===== config.mk =====
export PLATFORM = sky130hd
export DESIGN_NAME = ccce_front
export DESIGN_NICKNAME = d
export VERILOG_FILES = /design/src/sv/ccce_pkg.sv /design/src/sv/ccce_front.sv
export SDC_FILE = /design/constraint.sdc
export NUM_CORES = 1
export LEC_CHECK = 0
export BUFFER_PORTS_ARGS = -buffer_cell sky130_fd_sc_hd__clkbuf_2
export CAP_MARGIN = 25
export CORE_MARGIN = 1.5
export CORE_UTILIZATION = 40
export CTS_BUF_LIST = sky130_fd_sc_hd__clkbuf_16
export DETAILED_ROUTE_END_ITERATION = 12
export PLACE_DENSITY = 0.63
export SKIP_CTS_REPAIR_TIMING = 1
export SLEW_MARGIN = 10
export SYNTH_ARGS = -nofsm -noshare
export SYNTH_HDL_FRONTEND = slang
export SYNTH_SLANG_ARGS = --single-unit

===== constraint.sdc =====
create_clock -name clk -period 8.9 [get_ports clk]
set_input_delay 1.78 -clock clk [delete_from_list [all_inputs] [get_ports clk]]
set_output_delay 1.78 -clock clk [all_outputs]
set_load 0.02 [all_outputs]

===== src/sv/ccce_pkg.sv =====
`default_nettype none
package ccce_pkg;
    typedef enum logic [2:0] {
        CMD_WR_MATRIX = 3'd0,
        CMD_WR_BOUND  = 3'd1,
        CMD_CLEAR     = 3'd2,
        CMD_STEP      = 3'd3,
        CMD_QUERY     = 3'd4
    } cmd_t;

    localparam logic [1:0] REG_ROWS = 2'd0;
    localparam logic [1:0] REG_DIMS = 2'd1;
    localparam logic [1:0] REG_EPS  = 2'd2;

    localparam logic signed [31:0] T_POS = 32'sh7FFF_FFFF;
    localparam logic signed [31:0] T_NEG = -32'sh7FFF_FFFF;

    typedef struct packed {
        logic [2:0]         cmd;
        logic [5:0]         row;
        logic [3:0]         coord;
        logic signed [31:0] value;
    } item_t;
endpackage
`default_nettype wire


===== src/sv/ccce_front.sv =====
`default_nettype none
// Front end: takes input transfers, drops unknown commands, queues the rest.
module ccce_front (
    input  wire logic           clk,
    input  wire logic           rst_n,
    input  wire logic           push,
    output logic                full,
    input  wire logic [2:0]     command,
    input  wire logic [5:0]     row,
    input  wire logic [3:0]     coord,
    input  wire logic [31:0]    matrix_value,
    input  wire logic [31:0]    bound_value,
    input  wire logic [31:0]    step,
    output logic                q_valid,
    output ccce_pkg::item_t     q_item,
    input  wire logic           q_take
);
    import ccce_pkg::*;
    item_t      slot_reg [2];
    logic [1:0] cnt_reg, cnt_next;
    logic       rd_reg, wr_reg;
    item_t      in_item;
    logic       acc, keep;

    always_comb
    begin
        in_item.cmd   = command;
        in_item.row   = row;
        in_item.coord = coord;
        case (command)
            CMD_WR_MATRIX: in_item.value = matrix_value;
            CMD_WR_BOUND:  in_item.value = bound_value;
            default:       in_item.value = step;
        endcase
    end

    assign full    = (cnt_reg == 2'd2);
    assign acc     = push && !full;
    assign keep    = acc && (command <= CMD_QUERY);
    assign q_valid = (cnt_reg != 2'd0);
    assign q_item  = slot_reg[rd_reg];
    assign cnt_next = cnt_reg + {1'b0, keep} - {1'b0, q_take && q_valid};

    always_ff @(posedge clk or negedge rst_n)
    begin
        if (!rst_n)
        begin
            cnt_reg <= '0;
            rd_reg  <= 1'b0;
            wr_reg  <= 1'b0;
        end
        else
        begin
            cnt_reg <= cnt_next;
            if (keep) wr_reg <= ~wr_reg;
            if (q_take && q_valid) rd_reg <= ~rd_reg;
        end
    end

    always_ff @(posedge clk)
    begin
        if (keep) slot_reg[wr_reg] <= in_item;
    end

    assert property (@(posedge clk) disable iff (!rst_n) cnt_reg <= 2'd2)
        else $error("queue count overflow");
    assert property (@(posedge clk) disable iff (!rst_n) full |-> !keep)
        else $error("write into full queue");
    assert property (@(posedge clk) disable iff (!rst_n)
        (cnt_reg == 2'd0) |-> (rd_reg == wr_reg))
        else $error("pointers disagree on empty queue");
endmodule
`default_nettype wire


## Word-level counts from Yosys, hierarchy flattened

Memories as Yosys holds them, arrays and structs flattened.
Index checks and enable logic that the tools add are counted.
Widths: inputs -> output; s select.

- Register bits: 4
- RAM bits: 90
- Bits of input ports: 113
- Logic and storage cells: 20
- Memories kept: 1

- Add/subtract/negate cells: 2
- Order comparisons: 1
- Equal/unequal tests: 2
- Multiplexer cells: 3
- Bitwise operators: 2
- Reduce and logical (&&, ||, !) cells: 6

Memory list:

| name | words | bits a word | rd ports | clocked after Yosys merged registers in | wr ports | RTL line | RTL |
|---|---|---|---|---|---|---|---|
| slot_reg | 2 | 45 | 1 | 0 | 1 | ccce_front.sv:19 | `item_t slot_reg [2];` |

Operators by type and width:

| cell | count |
|---|---|
| $pmux 32 s2 | 1 |
| $eq 3x1->1 const B | 1 |
| $le 3x3->1 const B | 1 |
| $logic_and 1x1->1 | 3 |
| $logic_not 3->1 | 1 |
| $add 2x1->2 | 1 |
| $eq 2x2->1 const B | 1 |
| $mux 1 | 2 |
| $not 1->1 | 2 |
| $reduce_bool 2->1 | 1 |
| $sub 2x1->2 | 1 |
| $logic_not 1->1 | 1 |

## Depth between registers and ports, before layout

Gate-level depths: netlist of run 1.

- Depth in word-level cells: 6
- Gate-level depth with buffers: 5

## Worst setup path before layout of run 1

Ideal clock, no wire load.

- Path kind: input port to flip-flop
- From: in command[0]
- To: mem slot_reg[0][0] (netlist name), enable pin
- Library setup time: 0.448 ns
- Data arrival time: 4.156 ns
- Required time: 8.452 ns
- Path slack: 4.296 ns
- Stages on the path: 4
- Path through: buf_4 > o21ai_2 > nand3_1 > nor2_1

- Cells in the longest elaborated chain, start to end: 4

RTL lines:

| what | RTL line | RTL |
|---|---|---|
| start, declared | ccce_front.sv:8 | `input wire logic [2:0] command,` |
| $le 3x3->1 | ccce_front.sv:39 | `assign keep = acc && (command <= CMD_QUERY);` |
| $logic_and 1x1->1 | ccce_front.sv:39 |  |
| $mux 1 | ccce_front.sv:62 | `if (keep) slot_reg[wr_reg] <= in_item;` |
| $mux 1 (implied by the code) | ccce_front.sv:62 |  |
| end, declared | ccce_front.sv:19 |  |

No other way between the ends.

==> results.yml, run 1 <==
routing:
  dr_total_vias: 2668
  drtPass1Iterations: 4
  viasPerCell: 4.69
  wirelength_mm: 7.93
  drc: 0
  ant_nets: 0
  drt-initial-drc-count: 67
  routedWlPerCell_um: 13.9
status:
  status: "finished clean"
layout:
  final_cells: 569
  fin_util_pct: 53.0
  drive_gt1_share_pct: 59.6
  diodes: 0
  final_common_cell: "clkbuf_2"
  fin_nets: 542
  layout_common_cells: "clkbuf_2, edfxtp_1, mux2_2, mux2i_1, nand2_1"
  areaGrowthSynthToFinish_pct: 27.9
  stdcell_area_mm2: 0.00550
  largest_reg_flops: 90
logic_synthesis:
  synth_cell_types: 19
  ys_seq_area_share_pct: 65.2
  synthCells: 269
  synth_area_leader_cell: "edfxtp_1"
  ys_ff_latch: 94
  synth_nets: 383
  yosys-top-cells-area: "edfxtp_1, mux2_2, mux2i_1"
  synth_top_area_share_pct: 62.9
  yosysWarnings: 0
  syn_area_mm2: 0.00430
  syn_avg_cell_area_um2: 16.0
critical_path:
  rr_worst_depth: 4
  endpoint_kind: "output port"
  cp_max_fo: 28
  crit_chain: "buf_12 -> mux2_2 -> clkbuf_2"
  path_buf_inv: 2
  worstSetupPathDepth: 3
  critPathTopFamily: "flip-flops"
  rrSetupSlack_ns: 6.78
  cp.arrival_ns: 1.81
  critPathLaunchType: "flip-flop"
  crit_path_top_delay_cell: "dfrtp_2"
  cpPeakStageDelay_ns: 0.67
  required_ns: 7.12
  critPathKind: "reg -> out"
clocking:
  h-tree-depth: 3
  clk_latency_ns: 0.33
  clock_sinks: 94
  clockRootBuffer: "clkbuf_16"
  numCtsBuffers: 9
  cts_tree: "built"
  path_clk_slew_ns: 0.07
  clk_path_buf_depth: 2
sta:
  post-route-period-util_pct: 40.4
  timing.final.ws_setup_ns: 5.31
  max_slew.worst_pin.slew_ns: 0.731
  finalSetupTns_ns: 0
  fin_crit_ns: 3.59
  hold_slack_ns: 0.565
  slew_headroom_pct: 51.2
  max_freq_ghz: 0.278
  slew_violations: 0
  skew_ns: 0.00762
  hold_viol: 0
  finalSetupViolations: 0
  rsz0062_at_grt: "false"
floorplanning:
  ios: 160
  die-area_mm2: 0.0114
  start_util_pct: 41.5
  die_h_um: 107
  fp.dieW_um: 107
  rows: 37
  core_mm2: 0.0104
min_path:
  hold_class: "reg -> reg"
  hold_depth: 1
global_routing:
  track_usage_pct: 14.2
  grt_max_degree: 35
  grt_pass1_wl_mm: 12.2
  antenna_found_initial: 0
  overflow: 0
  first_global_vias: 2624
placement:
  gp_congestion: 0.712
  dpl.hpwl_mm: 5.76
  place_area_mm2: 0.00517
  io_buffers: 159
  dp_slack_ns: 5.20
  dp.cells: 553
pwr:
  p_per_area_mw_per_mm2: 273
  p_leak_nw: 2.33
  ir_drop_v: 0.000113
  power_mw: 1.50
job:
  max_cap_violations: 0
[worst register-to-register path, cell delays in order (launching register included)]
cell and delay, ns:
dfrtp_1 0.37, nand2b_1 0.17, nand3_1 0.26, nor2_4 0.49, buf_4 0.46
[kinds of logic (layout without fill, tap and decap cells)]
family / count (synthesis) / after routing / share of synthesized area [%]
DFF: 94 / 94 / 65.2
muxes: 77 / 77 / 19.2
and+or+nand+nor: 40 / 40 / 3.87
AOI/OAI and AO/OA: 33 / 33 / 6.37
buffers and inverters: 19 / 183 / 4.02
xor gates and xnor gates: 5 / 5 / 1.02
adders and majority gates: 1 / 1 / 0.291
[layout make-up]
| cell class | instances | area (um^2) |
|---|---|---|
| Clock inverter | 7 | 103 |
| Sequential cell | 94 | 2800 |
| Timing Repair Buffer | 164 | 846 |
| Inverter | 3 | 11.3 |
| Fill cell | 918 | 4870 |
| Clock buffer | 9 | 225 |
| Tap cell | 136 | 170 |
| Multi-Input combinational cell | 156 | 1340 |
[synth_stat cells]
library cell,n
buf_4,5
dfrtp_1,4
ha_1,1
o21ai_1,4
buf_6,11
or2_1,2
nand3_1,1
o21ai_2,29
nand2b_1,1
nor2_1,2
inv_1,3
mux2_2,45
xnor2_1,2
mux2i_1,32
nand2_1,32
edfxtp_1,90
xor2_1,3
and2_1,1
nand4b_1,1
[power breakdown]
part | leakage [nW] | internal [mW] | switching, mW
combinational | 1.30 | 0.203 | 0.274
sequential | 0.874 | 0.573 | 0.0369
clock | 0.157 | 0.250 | 0.162
[routing by layer]
layer	up-vias	share of wire (%)	GRT usage, %
met5	-	0	0
met4	0	1.6	6.57
met3	9	6.1	2.98
met2	96	52	25.9
met1	1231	40	15.8
li1	1332	-	-
[worst paths after layout]
check                                   to        from
min                                 wr_reg      wr_reg
min in group asynchronous           rd_reg       rst_n
max in group asynchronous           rd_reg       rst_n
max                             q_item[17]      rd_reg
min reg2reg                         wr_reg      wr_reg
max reg2reg                slot_reg[0][36]  cnt_reg[0]
(Power assumes the default switching activity.)
==> inputs of run 2 (changes only) <==
PLACE_DENSITY = 0.66   (was 0.63)
clock period = 2.94 ns   (was 8.9 ns; I/O delays follow)
==> run 2 against run 1 <==
  * Hold slack lost 0.50 ns
  * Largest cell class unchanged
  * Setup slack lost 5.0 ns
  * Flip-flop and latch count is the same
  * Register-to-register slack lost 5.5 ns
  * First-iteration DRC count grew 60%
  * Utilization is essentially flat
  * Sequential power grew to 3.0 times the previous value
  * Highest routed layer unchanged
  * Cell count grew 0.35%
  * Combinational power grew to 3.0 times the previous value
  * Design area is essentially flat
==> results.yml, run 2 (synthesis gave the netlist of run 1 again) <==
status:
  status: "finished clean"
routing:
  dr_total_vias: 2687
  drc: 0
  viasPerCell: 4.71
  wirelength_mm: 8.10
  drtPass1Iterations: 4
  routedWlPerCell_um: 14.2
  drt-initial-drc-count: 107
  ant_nets: 0
pwr:
  ir_drop_v: 0.000290
  p_leak_nw: 2.34
  power_mw: 4.46
  p_per_area_mw_per_mm2: 811
critical_path:
  critPathKind: "reg -> out"
  required_ns: 2.35
  endpoint_kind: "output port"
  cp_max_fo: 28
  cp.arrival_ns: 2.03
  critPathLaunchType: "flip-flop"
global_routing:
  first_global_vias: 2633
  grt_pass1_wl_mm: 12.7
  antenna_found_initial: 0
  grt_max_degree: 52
  overflow: 0
  track_usage_pct: 14.8
floorplanning:
  rows: 37
  die_h_um: 107
  die-area_mm2: 0.0114
  fp.dieW_um: 107
  ios: 160
  start_util_pct: 41.5
  core_mm2: 0.0104
sta:
  max_freq_ghz: 0.382
  finalSetupViolations: 0
  post-route-period-util_pct: 89.1
  timing.final.ws_setup_ns: 0.321
  rsz0062_at_grt: "false"
  max_slew.worst_pin.slew_ns: 0.629
  hold_viol: 0
  slew_violations: 0
  skew_ns: 0.00596
  slew_headroom_pct: 58.1
  finalSetupTns_ns: 0
  fin_crit_ns: 2.62
placement:
  io_buffers: 159
  dpl.hpwl_mm: 5.89
  dp.cells: 555
  gp_congestion: 0.689
  dp_slack_ns: 0.615
  place_area_mm2: 0.00518
layout:
  drive_gt1_share_pct: 59.1
  areaGrowthSynthToFinish_pct: 27.9
  final_common_cell: "clkbuf_2"
  stdcell_area_mm2: 0.00550
  layout_common_cells: "clkbuf_2, edfxtp_1, mux2_2, mux2i_1, nand2_1"
  final_cells: 571
  fin_nets: 544
  diodes: 0
  fill_cells: 924
  largest_reg_flops: 90
min_path:
  hold_class: "in -> async"
clocking:
  h-tree-depth: 3
  numCtsBuffers: 9
  clk_path_buf_depth: 2
  clockRootBuffer: "clkbuf_16"
  path_clk_slew_ns: 0.06
  cts_tree: "built"
  clock_sinks: 94
  clk_latency_ns: 0.32
job:
  max_cap_violations: 0
==> run 2: cell count changes in the layout (fill, tap and decap cells not counted), sizes merged <==
cell and delta:
inv -4, buf +2, clkinv +5, clkinvlp -1
==> run 2: critical path: stages (launching register included) <==
cell	delay, ns
dfrtp_2	0.77
buf_4	0.39
mux2_2	0.38
clkbuf_2	0.16
==> run 2: where the power goes <==
part | internal, mW | total, mW | switching, mW
Sequential | 1.73 | 1.86 | 0.131
Clock | 0.738 | 1.18 | 0.446
Combinational | 0.607 | 1.41 | 0.804
==> run 2: routing by layer <==
metal / GRT usage [%] / wire [um] / vias to the layer above
met3: 3.34 / 451 / 5
li1: - / - / 1344
met2: 26.9 / 4250 / 86
met5: 0 / 0 / -
met4: 5.81 / 89 / 0
met1: 16.7 / 3300 / 1252
==> run 2: path summary, 6_finish.rpt <==
check / from / to / slack (ns) / depth (start not counted)
min in group clk: coord[2] / slot_reg[1][34] / 0.45 / 1
max reg2reg: cnt_reg[1] / slot_reg[1][21] / 1.26 / 4
min reg2reg: wr_reg / wr_reg / 0.56 / 1
max: rd_reg / q_item[34] / 0.32 / 3
min: rst_n / cnt_reg[0] / 0.06 / 1
max in group asynchronous: rst_n / rd_reg / 2.73 / 1
==> run 2: stage by stage <==
step | hold slack [ns] | utilization (%)
floorplan | 0.292 | -
global placement | 0.407 | 50.0
detailed placement | 0.406 | 50.0
CTS | 0.0500 | 53.0
global route | 0.0520 | 53.0
finish | 0.0618 | 53.0
==> run 2: area by class of cell <==
type	instances	area, um^2	area share [%]
clock buffers	9	225	4.10
clock inverters	7	88.8	1.62
inverters	3	11.3	0.205
multi-input cells	156	1340	24.3
flip-flops and latches	94	2800	51.0
well taps	136	170	3.09
repair buffers	166	861	15.7
